<file path="src/rtl/core/oled_page_framebuffer_text_engine_core_defines.svh">
// Assertion macros for the OLED page framebuffer text engine core.
// No dependencies; included by files that carry concurrent assertions.
// Building with NO_ASSERTIONS defined turns every assertion into nothing.
`ifndef OLED_PAGE_FRAMEBUFFER_TEXT_ENGINE_CORE_DEFINES_SVH
`define OLED_PAGE_FRAMEBUFFER_TEXT_ENGINE_CORE_DEFINES_SVH

`ifndef NO_ASSERTIONS

// Antecedent implies consequent in the same cycle
`define OPFTE_ASSERT_SAME(label, ck, rn, ante, cons, msg) \
    label: assert property (@(posedge ck) disable iff (!rn) (ante) |-> (cons)) else $error(msg);

// Antecedent implies consequent in the next cycle
`define OPFTE_ASSERT_NEXT(label, ck, rn, ante, cons, msg) \
    label: assert property (@(posedge ck) disable iff (!rn) (ante) |=> (cons)) else $error(msg);

`else

`define OPFTE_ASSERT_SAME(label, ck, rn, ante, cons, msg)
`define OPFTE_ASSERT_NEXT(label, ck, rn, ante, cons, msg)

`endif

`endif

</file>
<file path="src/rtl/core/opfte_pkg.sv">
// Shared types, microcode table and font table for the framebuffer text engine.
// No dependencies; used by the interfaces, the sequencer and the top level.
`default_nettype none

package opfte_pkg;

    // Input item kinds
    typedef enum logic [1:0] {
        KIND_CLEAR = 2'd0,
        KIND_PIXEL = 2'd1,
        KIND_CHAR  = 2'd2,
        KIND_FLUSH = 2'd3
    } kind_t;

    typedef struct packed {
        kind_t      kind;
        logic [7:0] x_pos;
        logic [7:0] y_pos;
        logic       pixel_on;
        logic [7:0] fill_byte;
        logic [7:0] char_code;
        logic [2:0] page_index;
        logic [2:0] chunk_index;
    } in_item_t;

    typedef struct packed {
        logic [7:0] out_byte;
        logic       packet_first;
        logic       packet_last;
        logic       run_last;
    } out_item_t;

    // Controller stream bytes
    localparam logic [7:0] CTRL_CMD      = 8'h00;
    localparam logic [7:0] CTRL_DATA     = 8'h40;
    localparam logic [7:0] CMD_PAGE_BASE = 8'hB0;
    localparam logic [7:0] CMD_COL_LOW   = 8'h00;
    localparam logic [7:0] CMD_COL_HIGH  = 8'h10;

    // Glyph cell geometry and header length
    localparam logic [2:0] COL_LAST = 3'd4;
    localparam logic [2:0] ROW_LAST = 3'd6;
    localparam logic [2:0] HDR_LAST = 3'd5;
    localparam int         GLYPH_MARGIN = 6;

    // Datapath actions of one step
    typedef enum logic [2:0] {
        ACT_NONE,
        ACT_WR_FILL,
        ACT_RD_PIX,
        ACT_WR_PIX,
        ACT_RD_FLUSH
    } act_t;

    // Branch conditions
    typedef enum logic [3:0] {
        C_NEVER,
        C_DISPATCH,
        C_SWEEP_MORE,
        C_CHAR_FAR,
        C_CHAR_MORE,
        C_CHUNK_NZ,
        C_HDR_MORE,
        C_IDX_MORE
    } cond_t;

    // Output beat source
    typedef enum logic [1:0] {
        SRC_NONE,
        SRC_HDR,
        SRC_CMD,
        SRC_DATA
    } src_t;

    typedef logic [3:0] upc_t;

    localparam upc_t UPC_IDLE    = 4'd0;
    localparam upc_t UPC_SWEEP   = 4'd1;
    localparam upc_t UPC_PIX_RD  = 4'd2;
    localparam upc_t UPC_PIX_WR  = 4'd3;
    localparam upc_t UPC_CHR_CHK = 4'd4;
    localparam upc_t UPC_CHR_RD  = 4'd5;
    localparam upc_t UPC_CHR_WR  = 4'd6;
    localparam upc_t UPC_FL_CHK  = 4'd7;
    localparam upc_t UPC_FL_HDR  = 4'd8;
    localparam upc_t UPC_FL_CMD  = 4'd9;
    localparam upc_t UPC_FL_RD   = 4'd10;
    localparam upc_t UPC_FL_DATA = 4'd11;

    typedef struct packed {
        act_t  act;
        cond_t cond;
        src_t  src;
        logic  done;
        upc_t  target;
    } ctrl_word_t;

    // Status flags from the datapath to the sequencer
    typedef struct packed {
        logic  accept;
        kind_t kind;
        logic  stall;
        logic  sweep_more;
        logic  char_far;
        logic  char_more;
        logic  chunk_nz;
        logic  hdr_more;
        logic  idx_more;
    } seq_status_t;

    // Microcode program: if cond holds jump to target (dispatch jumps to the entry
    // step of the item's kind), else done returns to idle, else fall through to the next step.
    function automatic ctrl_word_t ucode_word(input upc_t upc);
        ctrl_word_t w;
        case (upc)
            UPC_IDLE:    w = '{ACT_NONE,     C_DISPATCH,   SRC_NONE, 1'b1, UPC_IDLE};
            UPC_SWEEP:   w = '{ACT_WR_FILL,  C_SWEEP_MORE, SRC_NONE, 1'b1, UPC_SWEEP};
            UPC_PIX_RD:  w = '{ACT_RD_PIX,   C_NEVER,      SRC_NONE, 1'b0, UPC_IDLE};
            UPC_PIX_WR:  w = '{ACT_WR_PIX,   C_NEVER,      SRC_NONE, 1'b1, UPC_IDLE};
            UPC_CHR_CHK: w = '{ACT_NONE,     C_CHAR_FAR,   SRC_NONE, 1'b0, UPC_IDLE};
            UPC_CHR_RD:  w = '{ACT_RD_PIX,   C_NEVER,      SRC_NONE, 1'b0, UPC_IDLE};
            UPC_CHR_WR:  w = '{ACT_WR_PIX,   C_CHAR_MORE,  SRC_NONE, 1'b1, UPC_CHR_RD};
            UPC_FL_CHK:  w = '{ACT_NONE,     C_CHUNK_NZ,   SRC_NONE, 1'b0, UPC_FL_CMD};
            UPC_FL_HDR:  w = '{ACT_NONE,     C_HDR_MORE,   SRC_HDR,  1'b0, UPC_FL_HDR};
            UPC_FL_CMD:  w = '{ACT_NONE,     C_NEVER,      SRC_CMD,  1'b0, UPC_IDLE};
            UPC_FL_RD:   w = '{ACT_RD_FLUSH, C_NEVER,      SRC_NONE, 1'b0, UPC_IDLE};
            UPC_FL_DATA: w = '{ACT_NONE,     C_IDX_MORE,   SRC_DATA, 1'b1, UPC_FL_RD};
            default:     w = '{ACT_NONE,     C_NEVER,      SRC_NONE, 1'b1, UPC_IDLE};
        endcase
        return w;
    endfunction

    // Pack five glyph columns, column 0 in the low byte
    function automatic logic [39:0] glyph5(input logic [7:0] c0, input logic [7:0] c1,
                                           input logic [7:0] c2, input logic [7:0] c3,
                                           input logic [7:0] c4);
        return {c4, c3, c2, c1, c0};
    endfunction

    // 5x7 font; lowercase folds to uppercase, codes without a glyph are blank
    function automatic logic [39:0] glyph_bits(input logic [7:0] code);
        logic [7:0]  folded;
        logic [39:0] g;
        folded = code;
        if (code inside {[8'h61:8'h7A]}) begin
            folded = code - 8'h20;
        end
        case (folded)
            8'h25: g = glyph5(8'h63, 8'h13, 8'h08, 8'h64, 8'h63);
            8'h2D: g = glyph5(8'h08, 8'h08, 8'h08, 8'h08, 8'h08);
            8'h2E: g = glyph5(8'h00, 8'h60, 8'h60, 8'h00, 8'h00);
            8'h2F: g = glyph5(8'h20, 8'h10, 8'h08, 8'h04, 8'h02);
            8'h30: g = glyph5(8'h3E, 8'h51, 8'h49, 8'h45, 8'h3E);
            8'h31: g = glyph5(8'h00, 8'h42, 8'h7F, 8'h40, 8'h00);
            8'h32: g = glyph5(8'h62, 8'h51, 8'h49, 8'h49, 8'h46);
            8'h33: g = glyph5(8'h22, 8'h49, 8'h49, 8'h49, 8'h36);
            8'h34: g = glyph5(8'h18, 8'h14, 8'h12, 8'h7F, 8'h10);
            8'h35: g = glyph5(8'h2F, 8'h49, 8'h49, 8'h49, 8'h31);
            8'h36: g = glyph5(8'h3E, 8'h49, 8'h49, 8'h49, 8'h32);
            8'h37: g = glyph5(8'h01, 8'h71, 8'h09, 8'h05, 8'h03);
            8'h38: g = glyph5(8'h36, 8'h49, 8'h49, 8'h49, 8'h36);
            8'h39: g = glyph5(8'h26, 8'h49, 8'h49, 8'h49, 8'h3E);
            8'h3A: g = glyph5(8'h00, 8'h36, 8'h36, 8'h00, 8'h00);
            8'h3C: g = glyph5(8'h08, 8'h14, 8'h22, 8'h41, 8'h00);
            8'h3E: g = glyph5(8'h41, 8'h22, 8'h14, 8'h08, 8'h00);
            8'h41: g = glyph5(8'h7E, 8'h09, 8'h09, 8'h09, 8'h7E);
            8'h42: g = glyph5(8'h7F, 8'h49, 8'h49, 8'h49, 8'h36);
            8'h43: g = glyph5(8'h3E, 8'h41, 8'h41, 8'h41, 8'h22);
            8'h44: g = glyph5(8'h7F, 8'h41, 8'h41, 8'h22, 8'h1C);
            8'h45: g = glyph5(8'h7F, 8'h49, 8'h49, 8'h49, 8'h41);
            8'h46: g = glyph5(8'h7F, 8'h09, 8'h09, 8'h09, 8'h01);
            8'h47: g = glyph5(8'h3E, 8'h41, 8'h49, 8'h49, 8'h7A);
            8'h48: g = glyph5(8'h7F, 8'h08, 8'h08, 8'h08, 8'h7F);
            8'h49: g = glyph5(8'h00, 8'h41, 8'h7F, 8'h41, 8'h00);
            8'h4A: g = glyph5(8'h20, 8'h40, 8'h41, 8'h3F, 8'h01);
            8'h4B: g = glyph5(8'h7F, 8'h08, 8'h14, 8'h22, 8'h41);
            8'h4C: g = glyph5(8'h7F, 8'h40, 8'h40, 8'h40, 8'h40);
            8'h4D: g = glyph5(8'h7F, 8'h02, 8'h0C, 8'h02, 8'h7F);
            8'h4E: g = glyph5(8'h7F, 8'h04, 8'h08, 8'h10, 8'h7F);
            8'h4F: g = glyph5(8'h3E, 8'h41, 8'h41, 8'h41, 8'h3E);
            8'h50: g = glyph5(8'h7F, 8'h09, 8'h09, 8'h09, 8'h06);
            8'h51: g = glyph5(8'h3E, 8'h41, 8'h51, 8'h21, 8'h5E);
            8'h52: g = glyph5(8'h7F, 8'h09, 8'h19, 8'h29, 8'h46);
            8'h53: g = glyph5(8'h46, 8'h49, 8'h49, 8'h49, 8'h31);
            8'h54: g = glyph5(8'h01, 8'h01, 8'h7F, 8'h01, 8'h01);
            8'h55: g = glyph5(8'h3F, 8'h40, 8'h40, 8'h40, 8'h3F);
            8'h56: g = glyph5(8'h1F, 8'h20, 8'h40, 8'h20, 8'h1F);
            8'h57: g = glyph5(8'h7F, 8'h20, 8'h18, 8'h20, 8'h7F);
            8'h58: g = glyph5(8'h63, 8'h14, 8'h08, 8'h14, 8'h63);
            8'h59: g = glyph5(8'h03, 8'h04, 8'h78, 8'h04, 8'h03);
            8'h5A: g = glyph5(8'h61, 8'h51, 8'h49, 8'h45, 8'h43);
            default: g = '0;
        endcase
        return g;
    endfunction

endpackage

`default_nettype wire

</file>
<file path="src/rtl/core/opfte_useq.sv">
// Microcode sequencer: step counter, control word lookup and branch logic.
// Depends on opfte_pkg for the control word, status struct and program.
`default_nettype none

module opfte_useq (
    input  wire logic                   clk,
    input  wire logic                   rst_n,
    input  wire opfte_pkg::seq_status_t status,
    output opfte_pkg::ctrl_word_t       word
);
    import opfte_pkg::*;

    upc_t upc_reg;
    upc_t upc_next;
    logic taken;

    assign word = ucode_word(upc_reg);

    // Entry step for each item kind
    function automatic upc_t entry_of(input kind_t k);
        upc_t e;
        case (k)
            KIND_CLEAR: e = UPC_SWEEP;
            KIND_PIXEL: e = UPC_PIX_RD;
            KIND_CHAR:  e = UPC_CHR_CHK;
            KIND_FLUSH: e = UPC_FL_CHK;
            default:    e = UPC_IDLE;
        endcase
        return e;
    endfunction

    // Branch condition select
    always_comb
    begin
        case (word.cond)
            C_NEVER:      taken = 1'b0;
            C_DISPATCH:   taken = status.accept;
            C_SWEEP_MORE: taken = status.sweep_more;
            C_CHAR_FAR:   taken = status.char_far;
            C_CHAR_MORE:  taken = status.char_more;
            C_CHUNK_NZ:   taken = status.chunk_nz;
            C_HDR_MORE:   taken = status.hdr_more;
            C_IDX_MORE:   taken = status.idx_more;
            default:      taken = 1'b0;
        endcase
    end

    // Next step
    always_comb
    begin
        if (status.stall) begin
            upc_next = upc_reg;
        end else if (taken) begin
            upc_next = (word.cond == C_DISPATCH) ? entry_of(status.kind) : word.target;
        end else if (word.done) begin
            upc_next = UPC_IDLE;
        end else begin
            upc_next = upc_t'(upc_reg + 1'b1);
        end
    end

    // Reset starts the clearing sweep
    always_ff @(posedge clk or negedge rst_n)
    begin
        if (!rst_n) begin
            upc_reg <= UPC_SWEEP;
        end else begin
            upc_reg <= upc_next;
        end
    end

endmodule

`default_nettype wire

</file>
<file path="config.mk">
export PLATFORM = sky130hd
export DESIGN_NAME = opfte_useq
export DESIGN_NICKNAME = d
export VERILOG_FILES = /design/src/rtl/core/oled_page_framebuffer_text_engine_core_defines.svh /design/src/rtl/core/opfte_pkg.sv /design/src/rtl/core/opfte_useq.sv
export SDC_FILE = /design/constraint.sdc
export NUM_CORES = 1
export LEC_CHECK = 0
export ABC_CLOCK_PERIOD_IN_PS = 2600
export BUFFER_PORTS_ARGS = -buffer_cell sky130_fd_sc_hd__buf_4
export CAP_MARGIN = 20
export CORE_MARGIN = 8
export CORE_UTILIZATION = 45
export CTS_CLUSTER_SIZE = 20
export DETAILED_ROUTE_END_ITERATION = 12
export PLACE_DENSITY = 0.75
export SLEW_MARGIN = 40
export SYNTH_ARGS = -nofsm -noshare
export SYNTH_HDL_FRONTEND = slang
export SYNTH_SLANG_ARGS = --single-unit
</file>
<file path="constraint.sdc">
create_clock -name clk -period 2.6 [get_ports clk]
set_clock_uncertainty 0.15 [all_clocks]
set_input_delay 0.13 -clock clk [delete_from_list [all_inputs] [get_ports clk]]
set_output_delay 0.13 -clock clk [all_outputs]
set_load 0.02 [all_outputs]
</file>
* After elaboration in Yosys (flattened, before gate mapping)
Memory sizes are Yosys's and may differ from the RTL's. Index checks and enable logic that the tools add are counted.
Storage, ports and cells: flip-flop bits (word level) 4, latch bits 0, RAM bits 0, ROM bits 208, bits of input ports 12, output and inout bits 14, word-level logic and storage cells 19, memories 1
Memories:
- (name not given) | depth 16, bits a word 13, rd ports 1, clocked after memory_dff 0, wr ports 0, RTL line opfte_pkg.sv:115 | case (upc)
Cells by class: $add $sub $neg 1, multipliers 0, div/mod/pow operators 0, $lt $le $gt $ge 0, equality and inequality tests 10, shift-type cells 0, mux-type cells 5, bitwise operators 0, reduce and logical (&&, ||, !) cells 1
Operators by type and width (number):
- equality test 4 x 3 -> 1 bit, second input constant | 4
- one-hot mux 4 bit (4 select lines) | 1
- 2-to-1 mux 4 bit | 3
- equality test 4 x 2 -> 1 bit, second input constant | 2
- one-hot mux 1 bit (7 select lines) | 1
- adder 4 x 1 -> 4 bit, second input constant | 1
- equality test 2 bit, second input constant | 2
- equality test 4 x 1 -> 1 bit, second input constant | 1
- equality test 2 x 1 -> 1 bit, second input constant | 1
- logical NOT 2 bit | 1

* Longest topological paths before layout
word-level depth 4, mapped depth 9, mapped depth without buffers 9

* Worst setup path after synthesis
OpenSTA, ideal clock, no wires.
path kind register to register, start register upc_reg[0], end register upc_reg[1], setup time 0.126 ns, arrival time 2.836 ns, required time 2.324 ns, path slack -0.512 ns, cell stages (with the launch flop) 9, path buffers 0, period minus slack after synthesis 3.112 ns, path through dfstp_2 inv_1 ha_1 a21o_1 o21ai_0 o211ai_1 a311oi_4 nor3_1 a221o_1
RTL lines:
- start, declared | RTL line opfte_useq.sv:13 | upc_t upc_reg;
- start signal, assigned | RTL line opfte_useq.sv:68 | upc_reg <= upc_next;

* Final worst setup path
start register upc_reg[0], end register upc_reg[1]
Between the ends: cells in the longest elaborated chain, start to end 4, elaborated cells between the ends (all ways) 13, those cells by class 1 x add/sub; 7 x eq/ne; 4 x mux; 1 x memory
Ends and longest elaborated chain:
- memory read (16 x 13 bit)
- equality test 4 x 3 -> 1 bit (tied with other cells) | RTL line opfte_useq.sv:35 | case (word.cond)
- one-hot mux 1 bit (7 select lines) / 2-to-1 mux 4 bit (equally long branches) | RTL line opfte_useq.sv:35, opfte_useq.sv:54
- 2-to-1 mux 4 bit (*) | RTL line opfte_useq.sv:53 | end else if (taken) begin
Every way passes the cells marked *; elsewhere a longest branch is shown, timed or not. A chain may end at the register's enable or synchronous reset.

==> flow_metrics.env <==
export IMPL_worst_slack_ps=-27.9
export IMPL_fillers=130
export IMPL_core_area_sq_mm=0.00171
export IMPL_viasPerCell=5.32
export IMPL_initial_core_util=0.469
export IMPL_worst_path_max_delay_cell="dfstp_2"
export IMPL_status="finished with violations"
export IMPL_cts_buffer_depth=2
export IMPL_crit_chain="inv_2 > ha_4 > a21o_1 > or2_1 > a221o_1 > a311oi_4 > nor3_1 > a221o_1"
export IMPL_fp_dieW_um=58.2
export IMPL_seq_area_sq_um=101
export IMPL_wire_per_inst_um=14.5
export IMPL_syn_area_sq_um=801
export IMPL_start_kind="register"
export IMPL_synth_area_per_cell_sq_um=7.93
export IMPL_max_freq_mhz=381
export IMPL_critPathRequiredTime_ps=2570
export IMPL_fin_hold_ws_ps=98.4
export IMPL_dp_hpwl_um=1970
export IMPL_p_leak_nw=0.611
export IMPL_rsz0062_at_grt="true"
export IMPL_htreeDepth=1
export IMPL_drc=0
export IMPL_yosys_warnings=0
export IMPL_final_cell_area_sq_mm=0.00120
export IMPL_syn_nets=124
export IMPL_placed_area_sq_mm=0.00109
export IMPL_first_iter_violations=38
export IMPL_critical_path_endpoint_type="register"
export IMPL_grt_max_degree=16
export IMPL_antenna_found_initial=0
export IMPL_path_common_cell="a221o_1"
export IMPL_die_height_um=58.2
export IMPL_antenna_left=0
export IMPL_insertion_delay_ps=240
export IMPL_finalCritPeriodShare=1.01
export IMPL_cts_sinks=4
export IMPL_slew_viol_final=0
export IMPL_failed_checks="setup timing"
export IMPL_synth_seq_area_share=0.127
export IMPL_gp_congestion=0.902
export IMPL_diodes=0
export IMPL_power_mw=1.56
export IMPL_largest_reg_flops=4
export IMPL_drt_wl_total_um=2440
export IMPL_track_usage=0.143
export IMPL_io_buffer_count=24
export IMPL_cpPeakStageDelay_ps=530
export IMPL_dieArea_sq_mm=0.00339
export IMPL_fin_crit_ps=2630
export IMPL_drt_pass1_iter_count=4
export IMPL_crit_arrival_ps=2600
export IMPL_path_clk_slew_ps=40
export IMPL_rows=15
export IMPL_grt_overflow=0
export IMPL_synth_distinct_cells=39
export IMPL_root_buffer="clkbuf_4"
export IMPL_io_pins=26
export IMPL_multi_input_area_sq_um=673
export IMPL_preCtsSetupSlack_ps=-32.5
export IMPL_power_density_mw_per_mm2=1300
export IMPL_cp_max_fo=6
export IMPL_tritoncts="yes"
export IMPL_drive_above_1_share=0.399
export IMPL_maxCapViolations=0
export IMPL_holdCritPathClass="input pin to async pin"
export IMPL_ir_drop_mv=0.715
export IMPL_synth_seq_cells=4
export IMPL_crit_type="register to register"
export IMPL_setup_violations=1
export IMPL_numCtsBuffers=3
export IMPL_grt_pass1_wl_um=3960
export IMPL_syn_to_final_growth_pct=49.5
export IMPL_synth_cells=101
export IMPL_grt_pass1_vias=918
export IMPL_finalHoldViolations=0
export IMPL_final_nets=167
export IMPL_vias=894
cell type report:
cell class / count / share of cell area
multi-input combinational: 81 / 0.562
timing repair buffer: 42 / 0.268
sequential: 4 / 0.0846
inverter: 12 / 0.0376
tap: 25 / 0.0261
clock buffer: 4 / 0.0219
through the flow:
stage | setup TNS, ps | utilization | std cells
floorplan | 0 | - | 101
global placement | 0 | 0.637 | 156
detailed placement | -43.8 | 0.637 | 156
CTS | -12.0 | 0.683 | 166
global route | -171 | 0.701 | 168
finish | -27.9 | 0.701 | 168
cell usage after synthesis:
master / count / area, sq um
a31oi_1: 3 / 18.8
a22oi_1: 2 / 15.0
a311oi_4: 1 / 26.3
xnor2_1: 1 / 8.76
clkbuf_1: 1 / 3.75
or4b_1: 2 / 20.0
buf_4: 2 / 15.0
nand2_1: 3 / 11.3
buf_2: 1 / 5.00
a31oi_2: 1 / 12.5
nor2_1: 14 / 52.6
a211o_1: 1 / 8.76
o311ai_1: 1 / 8.76
nand2_4: 1 / 11.3
a211oi_2: 1 / 12.5
dfrtp_1: 3 / 75.1
inv_1: 11 / 41.3
o21a_1: 1 / 7.51
o211ai_1: 3 / 22.5
ha_1: 11 / 138
conb_1: 1 / 3.75
inv_2: 1 / 3.75
mux2i_1: 6 / 60.1
and3b_1: 1 / 8.76
dfstp_2: 1 / 26.3
a21boi_0: 1 / 7.51
o21a_4: 1 / 15.0
or3b_1: 1 / 8.76
a21oi_1: 2 / 10.0
and2_1: 2 / 12.5
nand3b_1: 2 / 15.0
nand3_1: 4 / 20.0
nor3b_1: 2 / 15.0
o21ai_0: 2 / 10.0
nor3_1: 2 / 10.0
or2_1: 1 / 6.26
and3_1: 3 / 18.8
a221o_1: 2 / 20.0
a21o_1: 2 / 15.0
worst paths after layout:
path	from	endpoint	slack, ps	depth (start not counted)
setup / recovery	upc_reg[0]	upc_reg[1]	-30	8
hold / removal	rst_n	upc_reg[1]	100	2
setup reg to reg	upc_reg[0]	upc_reg[1]	-30	8
hold reg to reg	upc_reg[1]	upc_reg[1]	600	2
max in group asynchronous	rst_n	upc_reg[0]	2010	2
min in group clk	status[9]	upc_reg[3]	280	5
layout by cell type (no fill, tap or decap), types with 4 or more instances in the layout:
master / n
inv_1: 10
nand3_1: 4
buf_4: 40
mux2i_1: 6
nor2_1: 13
ha_1: 8
power breakdown:
group,total [mW],internal [mW],switching (mW),leakage (nW)
Clock,0.0883,0.0579,0.0304,0.0150
Sequential,0.131,0.0931,0.0382,0.0498
Combinational,1.34,0.628,0.710,0.546
routing by layer:
layer / share of wire / track usage / vias to the layer above
met4: 0.010 / 0.0420 / 0
met2: 0.51 / 0.269 / 26
met5: 0 / 0 / -
met3: 0.037 / 0.0199 / 4
li1: - / - / 448
met1: 0.45 / 0.161 / 416
kinds of logic (layout without fill, tap and decap cells):
| kind of cell | Yosys count | in the layout | synth area share |
|---|---|---|---|
| DFF | 4 | 4 | 0.127 |
| and+or+nand+nor | 38 | 38 | 0.262 |
| adders and majority gates | 11 | 11 | 0.172 |
| buffers and inverters | 16 | 58 | 0.0859 |
| AOI/OAI and AO/OA | 24 | 24 | 0.262 |
| other | 1 | 1 | 0.00468 |
| xor gates and xnor gates | 1 | 1 | 0.0109 |
| muxes | 6 | 6 | 0.0750 |
critical path, delay by kind of cell, from the launching register on:
kind | cells | cell delay [ps]
buffers and inverters | 1 | 50
adder cells (fa/ha/maj) | 1 | 230
AND/OR/NAND/NOR | 2 | 320
AO/OA/AOI/OAI | 4 | 1230
flip-flops | 1 | 530
what timing repair did:
| action | CTS | global route |
|---|---|---|
| endpoints found under the hold margin | 5 | 0 |
| pin swaps | 6 | 2 |
| gates resized for setup | 2 | 4 |
| hold buffers | 2 | 0 |
| setup endpoints to repair | 2 | 3 |
| buffers inserted | 4 | 2 |
Note: power is estimated with default switching activity, not from simulation.
